===== src/design/rpaf_pkg.sv =====
// ----------------------------------------------------------------------------
// Radio packet accept filter package
// Shared codes, constants and the verdict record that passes from the byte
// front end through the queue to the verdict stage.
// ----------------------------------------------------------------------------
package rpaf_pkg;

   // Default limit on the payload length.
   localparam int MAX_PACKET_BYTES_DEFAULT = 64;

   // Verdict queue geometry (depth is a power of two so pointers wrap).
   localparam int QUEUE_DEPTH      = 2;
   localparam int QUEUE_PTR_BITS   = 1;
   localparam int QUEUE_COUNT_BITS = 2;

   // Filter modes.
   typedef enum logic [1:0] {
      MODE_VALID     = 2'd0,
      MODE_TRIGGERED = 2'd1,
      MODE_PASS      = 2'd2,
      MODE_TAG       = 2'd3
   } filter_mode_type;

   localparam filter_mode_type FILTER_MODE_RESET = MODE_TRIGGERED;

   // Verdict reasons.
   typedef enum logic [2:0] {
      R_OK       = 3'd0,
      R_OVERSIZE = 3'd1,
      R_SHORT    = 3'd2,
      R_MAGIC    = 3'd3,
      R_VERSION  = 3'd4,
      R_CHECKSUM = 3'd5,
      R_TRIGGER  = 3'd6
   } reason_type;

   // Header bytes and their positions.
   localparam logic [7:0] MAGIC_BYTE_0   = 8'h47;
   localparam logic [7:0] MAGIC_BYTE_1   = 8'h4F;
   localparam logic [7:0] VERSION_LOW    = 8'h31;
   localparam logic [7:0] VERSION_HIGH   = 8'h35;
   localparam logic [7:0] POS_MAGIC_0    = 8'd0;
   localparam logic [7:0] POS_MAGIC_1    = 8'd1;
   localparam logic [7:0] POS_VERSION    = 8'd2;
   localparam logic [7:0] POS_TRIGGER    = 8'd15;
   localparam logic [7:0] POS_SATURATE   = 8'd255;

   // Checksum trailer size, key mode minimum length and trigger threshold.
   localparam logic [7:0] CHECKSUM_TAIL  = 8'd6;
   localparam logic [7:0] KEY_MIN_LENGTH = 8'd16;
   localparam logic [3:0] TRIGGER_MIN    = 4'd3;

   // Everything the verdict stage needs about one finished packet.
   typedef struct packed {
      logic [7:0]        length;
      logic signed [8:0] strength;
      logic              truncated;
      logic              magic_good;
      logic              version_good;
      logic [15:0]       running_sum;
      logic [15:0]       stored_checksum;
      logic [3:0]        trigger_nibble;
   } verdict_rec_type;

endpackage


===== src/design/rpaf_front.sv =====
// ----------------------------------------------------------------------------
// Radio packet accept filter: byte front end
// Accepts one payload byte per cycle while req_stall is low, keeps the running sum and captures the
// header, checksum and trigger bytes. On the last byte it pushes a record.
// ----------------------------------------------------------------------------
module rpaf_front (
   input  logic                     clock,
   input  logic                     reset,
   input  logic                     req_valid,
   output logic                     req_stall,
   input  logic [7:0]               req_byte_value,
   input  logic [7:0]               req_packet_length,
   input  logic                     req_last_byte,
   input  logic signed [8:0]        req_signal_strength,
   input  logic                     queue_full,
   output logic                     queue_push,
   output rpaf_pkg::verdict_rec_type queue_rec
);

   logic [7:0]  pos_ff,     pos_in;
   logic [15:0] sum_ff,     sum_in;
   logic [15:0] chk_ff,     chk_in;
   logic        magic_ff,   magic_in;
   logic        version_ff, version_in;
   logic [3:0]  nibble_ff,  nibble_in;

   logic [7:0]  tail;
   logic [8:0]  received;
   logic        accept;

   // The queue must have room before a word is taken.
   assign req_stall  = queue_full;
   assign accept     = req_valid && !req_stall;
   assign queue_push = accept && req_last_byte;

   // Per-byte state update, as seen after this byte.
   always_comb begin
      magic_in   = magic_ff;
      version_in = version_ff;
      nibble_in  = nibble_ff;
      sum_in     = sum_ff;
      chk_in     = chk_ff;
      tail       = req_packet_length - rpaf_pkg::CHECKSUM_TAIL;

      if (pos_ff == rpaf_pkg::POS_MAGIC_0 && req_byte_value != rpaf_pkg::MAGIC_BYTE_0) begin
         magic_in = 1'b0;
      end
      if (pos_ff == rpaf_pkg::POS_MAGIC_1 && req_byte_value != rpaf_pkg::MAGIC_BYTE_1) begin
         magic_in = 1'b0;
      end
      if (pos_ff == rpaf_pkg::POS_VERSION) begin
         version_in = (req_byte_value >= rpaf_pkg::VERSION_LOW) &&
                      (req_byte_value <= rpaf_pkg::VERSION_HIGH);
      end
      if (pos_ff == rpaf_pkg::POS_TRIGGER) begin
         nibble_in = req_byte_value[3:0];
      end

      // Sum the body and capture the big-endian checksum trailer.
      if (req_packet_length >= rpaf_pkg::CHECKSUM_TAIL) begin
         if (pos_ff < tail) begin
            sum_in = sum_ff + {8'd0, req_byte_value};
         end
         if (pos_ff == tail) begin
            chk_in = {req_byte_value, chk_ff[7:0]};
         end
         if (pos_ff == tail + 8'd1) begin
            chk_in = {chk_ff[15:8], req_byte_value};
         end
      end

      // The byte counter saturates.
      pos_in = (pos_ff == rpaf_pkg::POS_SATURATE) ? pos_ff : pos_ff + 8'd1;

      // Bytes received including this one; a saturated count never reads short.
      received = {1'b0, pos_ff} + 9'd1;

      queue_rec.length          = req_packet_length;
      queue_rec.strength        = req_signal_strength;
      queue_rec.truncated       = received < {1'b0, req_packet_length};
      queue_rec.magic_good      = magic_in;
      queue_rec.version_good    = version_in;
      queue_rec.running_sum     = sum_in;
      queue_rec.stored_checksum = chk_in;
      queue_rec.trigger_nibble  = nibble_in;
   end

   // Packet state; it returns to its start values after each last byte.
   always_ff @(posedge clock) begin
      if (reset || (accept && req_last_byte)) begin
         pos_ff     <= 8'd0;
         sum_ff     <= 16'd0;
         chk_ff     <= 16'd0;
         magic_ff   <= 1'b1;
         version_ff <= 1'b0;
         nibble_ff  <= 4'd0;
      end else if (accept) begin
         pos_ff     <= pos_in;
         sum_ff     <= sum_in;
         chk_ff     <= chk_in;
         magic_ff   <= magic_in;
         version_ff <= version_in;
         nibble_ff  <= nibble_in;
      end
   end

endmodule


===== src/design/rpaf_queue.sv =====
// ----------------------------------------------------------------------------
// Radio packet accept filter: record queue
// A short first-in first-out queue of packet records between the byte front
// end and the verdict stage.
// ----------------------------------------------------------------------------
module rpaf_queue (
   input  logic                      clock,
   input  logic                      reset,
   input  logic                      push,
   input  rpaf_pkg::verdict_rec_type push_rec,
   output logic                      full,
   input  logic                      pop,
   output logic                      not_empty,
   output rpaf_pkg::verdict_rec_type pop_rec
);

   localparam int DEPTH = rpaf_pkg::QUEUE_DEPTH;

   rpaf_pkg::verdict_rec_type                 entry_ff [DEPTH];
   logic [rpaf_pkg::QUEUE_PTR_BITS-1:0]   wr_ptr_ff;
   logic [rpaf_pkg::QUEUE_PTR_BITS-1:0]   rd_ptr_ff;
   logic [rpaf_pkg::QUEUE_COUNT_BITS-1:0] count_ff;

   assign full      = count_ff == rpaf_pkg::QUEUE_COUNT_BITS'(DEPTH);
   assign not_empty = count_ff != '0;
   assign pop_rec   = entry_ff[rd_ptr_ff];

   // Storage; a push only happens when there is room.
   always_ff @(posedge clock) begin
      if (push) begin
         entry_ff[wr_ptr_ff] <= push_rec;
      end
   end

   // Pointers and fill count.
   always_ff @(posedge clock) begin
      if (reset) begin
         wr_ptr_ff <= '0;
         rd_ptr_ff <= '0;
         count_ff  <= '0;
      end else begin
         if (push) begin
            wr_ptr_ff <= wr_ptr_ff + 1'b1;
         end
         if (pop) begin
            rd_ptr_ff <= rd_ptr_ff + 1'b1;
         end
         if (push && !pop) begin
            count_ff <= count_ff + 1'b1;
         end else if (pop && !push) begin
            count_ff <= count_ff - 1'b1;
         end
      end
   end

endmodule


===== src/design/rpaf_back.sv =====
// ----------------------------------------------------------------------------
// Radio packet accept filter: verdict stage
// Takes a packet record from the queue, works out the first failing check
// and holds the verdict in the output register until it is taken.
// ----------------------------------------------------------------------------
module rpaf_back #(
   parameter int MAX_PACKET_BYTES = rpaf_pkg::MAX_PACKET_BYTES_DEFAULT
) (
   input  logic                      clock,
   input  logic                      reset,
   input  rpaf_pkg::filter_mode_type filter_mode,
   input  logic                      queue_not_empty,
   input  rpaf_pkg::verdict_rec_type queue_rec,
   output logic                      queue_pop,
   output logic                      rsp_valid,
   input  logic                      rsp_stall,
   output logic                      rsp_accepted,
   output logic [2:0]                rsp_reject_reason,
   output logic [7:0]                rsp_verdict_length,
   output logic signed [8:0]         rsp_verdict_strength
);

   localparam logic [7:0] MaxLength = 8'(MAX_PACKET_BYTES);

   logic                 valid_ff;
   rpaf_pkg::reason_type reason_ff,   reason_in;
   logic [7:0]           length_ff;
   logic signed [8:0]    strength_ff;
   logic                 key_mode;

   assign key_mode  = filter_mode == rpaf_pkg::MODE_TRIGGERED;
   assign queue_pop = queue_not_empty && (!valid_ff || !rsp_stall);

   // Checks in priority order; the first failure names the reason.
   always_comb begin
      if (queue_rec.length > MaxLength) begin
         reason_in = rpaf_pkg::R_OVERSIZE;
      end else if (filter_mode == rpaf_pkg::MODE_PASS) begin
         reason_in = rpaf_pkg::R_OK;
      end else if (queue_rec.length < rpaf_pkg::CHECKSUM_TAIL || queue_rec.truncated ||
                   (key_mode && queue_rec.length < rpaf_pkg::KEY_MIN_LENGTH)) begin
         reason_in = rpaf_pkg::R_SHORT;
      end else if (!queue_rec.magic_good) begin
         reason_in = rpaf_pkg::R_MAGIC;
      end else if (!queue_rec.version_good) begin
         reason_in = rpaf_pkg::R_VERSION;
      end else if (queue_rec.running_sum != queue_rec.stored_checksum) begin
         reason_in = rpaf_pkg::R_CHECKSUM;
      end else if (key_mode && queue_rec.trigger_nibble < rpaf_pkg::TRIGGER_MIN) begin
         reason_in = rpaf_pkg::R_TRIGGER;
      end else begin
         reason_in = rpaf_pkg::R_OK;
      end
   end

   // Output register valid flag.
   always_ff @(posedge clock) begin
      if (reset) begin
         valid_ff <= 1'b0;
      end else if (queue_pop) begin
         valid_ff <= 1'b1;
      end else if (!rsp_stall) begin
         valid_ff <= 1'b0;
      end
   end

   // Output register payload.
   always_ff @(posedge clock) begin
      if (queue_pop) begin
         reason_ff   <= reason_in;
         length_ff   <= queue_rec.length;
         strength_ff <= queue_rec.strength;
      end
   end

   assign rsp_valid            = valid_ff;
   assign rsp_accepted         = reason_ff == rpaf_pkg::R_OK;
   assign rsp_reject_reason    = reason_ff;
   assign rsp_verdict_length   = length_ff;
   assign rsp_verdict_strength = strength_ff;

endmodule


===== src/design/radio_packet_accept_filter.sv =====
// ----------------------------------------------------------------------------
// Radio packet accept filter
// Judges received radio payloads byte by byte and gives one verdict per
// packet on its last byte.
// ----------------------------------------------------------------------------
// Payload bytes are taken one word per clock while req_stall is low, with no
// gaps needed: the byte front end updates the running sum and header
// captures as each byte is accepted, so a new packet may start right after
// a last byte. Each last byte pushes a record into a two-entry queue; the
// verdict stage checks it once the output register is free and registers
// the verdict there, where it shows on the result ports. It is held in the
// output register while rsp_stall is high. req_stall rises only when the
// queue is full, which takes a stalled result side. The mode register is
// always ready and should be written only while no packet is in flight.
// ----------------------------------------------------------------------------
module radio_packet_accept_filter #(
   parameter int MAX_PACKET_BYTES = rpaf_pkg::MAX_PACKET_BYTES_DEFAULT
) (
   input  logic              clock,
   input  logic              reset,
   input  logic              req_valid,
   output logic              req_stall,
   input  logic [7:0]        req_byte_value,
   input  logic [7:0]        req_packet_length,
   input  logic              req_last_byte,
   input  logic signed [8:0] req_signal_strength,
   output logic              rsp_valid,
   input  logic              rsp_stall,
   output logic              rsp_accepted,
   output logic [2:0]        rsp_reject_reason,
   output logic [7:0]        rsp_verdict_length,
   output logic signed [8:0] rsp_verdict_strength,
   input  logic              csr_valid,
   output logic              csr_ready,
   input  logic [1:0]        csr_data
);

   rpaf_pkg::filter_mode_type filter_mode_ff;
   rpaf_pkg::verdict_rec_type push_rec;
   rpaf_pkg::verdict_rec_type pop_rec;
   logic                      queue_push;
   logic                      queue_pop;
   logic                      queue_full;
   logic                      queue_not_empty;

   // Mode register.
   assign csr_ready = 1'b1;

   always_ff @(posedge clock) begin
      if (reset) begin
         filter_mode_ff <= rpaf_pkg::FILTER_MODE_RESET;
      end else if (csr_valid && csr_ready) begin
         filter_mode_ff <= rpaf_pkg::filter_mode_type'(csr_data);
      end
   end

   rpaf_front u_front (
      .clock               (clock),
      .reset               (reset),
      .req_valid           (req_valid),
      .req_stall           (req_stall),
      .req_byte_value      (req_byte_value),
      .req_packet_length   (req_packet_length),
      .req_last_byte       (req_last_byte),
      .req_signal_strength (req_signal_strength),
      .queue_full          (queue_full),
      .queue_push          (queue_push),
      .queue_rec           (push_rec)
   );

   rpaf_queue u_queue (
      .clock     (clock),
      .reset     (reset),
      .push      (queue_push),
      .push_rec  (push_rec),
      .full      (queue_full),
      .pop       (queue_pop),
      .not_empty (queue_not_empty),
      .pop_rec   (pop_rec)
   );

   rpaf_back #(
      .MAX_PACKET_BYTES (MAX_PACKET_BYTES)
   ) u_back (
      .clock                (clock),
      .reset                (reset),
      .filter_mode          (filter_mode_ff),
      .queue_not_empty      (queue_not_empty),
      .queue_rec            (pop_rec),
      .queue_pop            (queue_pop),
      .rsp_valid            (rsp_valid),
      .rsp_stall            (rsp_stall),
      .rsp_accepted         (rsp_accepted),
      .rsp_reject_reason    (rsp_reject_reason),
      .rsp_verdict_length   (rsp_verdict_length),
      .rsp_verdict_strength (rsp_verdict_strength)
   );

endmodule


===== config.mk =====
export PLATFORM = sky130hd
export DESIGN_NAME = radio_packet_accept_filter
export DESIGN_NICKNAME = d
export VERILOG_FILES = /design/src/design/rpaf_pkg.sv /design/src/design/rpaf_front.sv /design/src/design/rpaf_queue.sv /design/src/design/rpaf_back.sv /design/src/design/radio_packet_accept_filter.sv
export SDC_FILE = /design/constraint.sdc
export NUM_CORES = 1
export LEC_CHECK = 0
export ABC_AREA = 1
export BUFFER_PORTS_ARGS = -buffer_cell sky130_fd_sc_hd__buf_2
export CORE_MARGIN = 5
export CORE_UTILIZATION = 40
export DETAILED_ROUTE_END_ITERATION = 8
export PLACE_DENSITY = 0.52
export REMOVE_ABC_BUFFERS = 1
export SLEW_MARGIN = 15
export SYNTH_ARGS = -nofsm -noshare
export SYNTH_HDL_FRONTEND = slang
export SYNTH_HIERARCHICAL = 1
export SYNTH_SLANG_ARGS = --single-unit

===== constraint.sdc =====
create_clock -name clock -period 5.6 [get_ports clock]
set_clock_uncertainty 0.05 [all_clocks]
set_input_delay 1.12 -clock clock [delete_from_list [all_inputs] [get_ports clock]]
set_output_delay 1.12 -clock clock [all_outputs]
set_load 0.005 [all_outputs]

==> flow_metrics.env <==
export IMPL_ys_flop_type="edfxtp_1"
export IMPL_drv_cap=0
export IMPL_drtIter0Drc=420
export IMPL_yosysWarnings=6
export IMPL_die_y_um=166
export IMPL_p_per_area_mw_per_mm2=401
export IMPL_cts_resized=0
export IMPL_clockBufferDepth=2
export IMPL_synth_top_area_cell="edfxtp_1"
export IMPL_pwr_share_clk_pct=27.1
export IMPL_post_cts_buffers=0
export IMPL_syn_area_mm2=0.00976
export IMPL_tritoncts="yes"
export IMPL_syn_area_per_cell_um2=9.48
export IMPL_slew_headroom_pct=42.8
export IMPL_routedWlPerCell_um=14.6
export IMPL_ys_top_cells_by_area="edfxtp_1 41%, dfxtp_1 11%, nand2_1 7.9%"
export IMPL_root_buffer="clkbuf_16"
export IMPL_hold_path_class="reg -> reg"
export IMPL_htree_levels=4
export IMPL_irDropWorstVdd_mv=0.220
export IMPL_async_flop_share_pct=0
export IMPL_ys_ff_latch=186
export IMPL_core_area_mm2=0.0242
export IMPL_tns_ns=0
export IMPL_synth_seq_area_share_pct=51.7
export IMPL_r2r_slack_ns=2.74
export IMPL_syn_to_final_growth_pct=11.0
export IMPL_antenna_found_initial=0
export IMPL_final_hold_viol_count=0
export IMPL_p_sw_mw=1.44
export IMPL_grt_max_degree=49
export IMPL_fillers=2329
export IMPL_syn_inst=1030
export IMPL_arrival_ns=3.81
export IMPL_setup_slack_ns=1.91
export IMPL_fin_nets=1136
export IMPL_switching_share_pct=33.2
export IMPL_cts_sinks=186
export IMPL_synth_edf_count=132
export IMPL_gr_usage_all_layers_pct=15.0
export IMPL_drt_wl_total_um=20600
export IMPL_tightest_slew_ns=0.854
export IMPL_fin_crit_sh_pct=65.9
export IMPL_die_width_um=166
export IMPL_die_area_mm2=0.0276
export IMPL_p_comb_share_pct=28.9
export IMPL_rr_endpoint="u_back/rsp_reject_reason[0]$_SDFFCE_PP1P_"
export IMPL_place_hpwl_um=14400
export IMPL_final_cell_mix="205 x nand2_1, 182 x inv_1, 132 x edfxtp_1"
export IMPL_ys_types=44
export IMPL_rr_worst_depth=12
export IMPL_avgViaCountPerCell=4.74
export IMPL_cts_buffers=17
export IMPL_end_kind="flop"
export IMPL_via_count=6662
export IMPL_leakage_nw=4.87
export IMPL_dr_pass1_iters=5
export IMPL_grt_overflow_total=0
export IMPL_drive_above_1_share_pct=17.6
export IMPL_first_global_vias=6311
export IMPL_ant_nets=0
export IMPL_p_int_mw=2.90
export IMPL_cp_required_ns=5.72
export IMPL_clk_latency_ns=0.43
export IMPL_ios=57
export IMPL_grt_pass1_wl_um=33300
export IMPL_p_total_mw=4.34
export IMPL_path_clk_slew_ns=0.08
export IMPL_holdPathEnd="u_back/rsp_valid$_SDFFE_PP0P_"
export IMPL_drc=0
export IMPL_place_congestion=0.822
export IMPL_portBuffers=55
export IMPL_finalMaxSlewViolations=0
export IMPL_cp_start_kind="primary input"
export IMPL_fmax_ghz=0.271
export IMPL_row_count=57
export IMPL_synth_top_area_share_pct=40.6
export IMPL_finalCriticalPeriod_ns=3.69
export IMPL_setup_violations=0
export IMPL_antenna_cells=0
export IMPL_min_path_cells=2
export IMPL_timing_hold_ws_ns=0.428
export IMPL_rsz0062_at_grt="no"
export IMPL_ctsHoldBuffers=0
export IMPL_final_common_cell="nand2_1"
export IMPL_pwr_share_seq_pct=44.0
export IMPL_cp_max_fo=14
export IMPL_hp_start="u_back/rsp_valid$_SDFFE_PP0P_"
export IMPL_timing_worst_setup_path_type="in -> reg"
export IMPL_initial_core_util_pct=40.4
export IMPL_post_place_ws_ns=1.50
export IMPL_status="complete, no violations"
==> synth_stat cells, drive strengths merged (2+ instances only) <==
cell,n
nor3,7
buf,31
nor2,72
xor2,10
nand2,218
nand4,11
clkbuf,11
o21ai,73
o31ai,3
clkinv,2
mux2,56
nand3,52
a21oi,64
edfxtp,132
ha,33
or2,2
xnor2,4
inv,185
dfxtp,54
==> logic make-up (layout without fill, tap and decap cells) <==
| kind of cell | count (synthesis) | after routing | synth area share [%] |
|---|---|---|---|
| compound gates | 144 | 144 | 7.84 |
| mux | 56 | 56 | 8.00 |
| other cells | 1 | 1 | 0.0384 |
| buf+inv | 229 | 281 | 10.0 |
| xor+xnor | 14 | 14 | 1.26 |
| flops | 186 | 186 | 51.7 |
| fa+ha+maj | 34 | 34 | 4.43 |
| simple gates | 366 | 366 | 16.7 |
==> layer usage <==
layer  vias up  global-route usage (%)  wire length (um)
met3        11                    2.64               772
met5         -                       0                 0
li1       3432                       -                 -
met1      3112                    20.5              9810
met2       107                    25.0              9810
met4         0                    3.77               168
==> metrics by stage <==
| step | util (%) | instances | cell area (um2) |
|---|---|---|---|
| final | 44.8 | 1406 | 10800 |
| after global routing | 44.8 | 1406 | 10800 |
| after CTS | 44.8 | 1406 | 10800 |
| after detailed placement | 42.4 | 1374 | 10200 |
| after global placement | 42.4 | 1374 | 10200 |
| after floorplan | - | 988 | 9490 |
==> worst max-delay path: stages <==
cell and delay (ns):
buf_2 0.14, ha_1 0.25, inv_2 0.12, nand3_1 0.08
nand2_1 0.11, nand2_1 0.10, ha_1 0.31, nand2_1 0.09
a21oi_1 0.04, nor2_1 0.09, nand2_1 0.11, nor2_2 0.11
nand2_1 0.31, nor2_1 0.33, nand2_1 0.11, nor2_1 0.13
xor2_1 0.19, inv_1 0.08
==> sequential cells by signal, summed over array words and instances (netlist names), named ones only <==
signal and flops:
u_queue/rd_ptr_ff 1, u_queue/count_ff 2, u_front/magic_ff 1, u_front/version_ff 1, u_back/rsp_verdict_length 8, u_queue/wr_ptr_ff 1, filter_mode_ff 2, u_back/rsp_reject_reason 3
u_back/rsp_verdict_strength 9, u_front/nibble_ff 4, u_queue/entry_ff 112, u_front/pos_ff 8, u_back/rsp_valid 1, u_front/chk_ff 16, u_front/sum_ff 16
==> layout make-up <==
type	count	area (um2)	area share, %
Clock inverter	14	149	1.37
Inverter	187	702	6.48
Sequential cell	186	5050	46.6
Clock buffer	18	439	4.05
Tap cell	324	405	3.74
Timing Repair Buffer	62	340	3.14
Multi-Input combinational cell	615	3750	34.6
==> power groups by stage <==
stage / clock network [mW] / registers [mW] / logic (mW)
4_1_cts: 1.21 / 1.91 / 1.27
3_5_place_dp: 0 / 1.94 / 1.27
3_3_place_gp: 0 / 1.94 / 1.26
2_1_floorplan: 0 / 1.93 / 0.919
5_1_grt: 1.27 / 1.94 / 1.43
6_report: 1.18 / 1.91 / 1.26
==> how the worst max path moves through the flow <==
stage                               startpoint                           endpoint  slack [ns]  cells after the start
after detailed placement  req_packet_length[1]  u_queue/entry_ff[0][34]$_DFFE_PP_        1.50                     18
after CTS                 req_packet_length[1]  u_queue/entry_ff[0][34]$_DFFE_PP_        1.94                     18
final                     req_packet_length[1]  u_queue/entry_ff[0][34]$_DFFE_PP_        1.91                     18
after floorplan                      req_valid   u_queue/entry_ff[0][0]$_DFFE_PP_        0.80                      6
after global placement    req_packet_length[1]  u_queue/entry_ff[0][34]$_DFFE_PP_        1.58                     18
after global routing      req_packet_length[1]  u_queue/entry_ff[0][34]$_DFFE_PP_        1.57                     18
(Power assumes the default switching activity.)
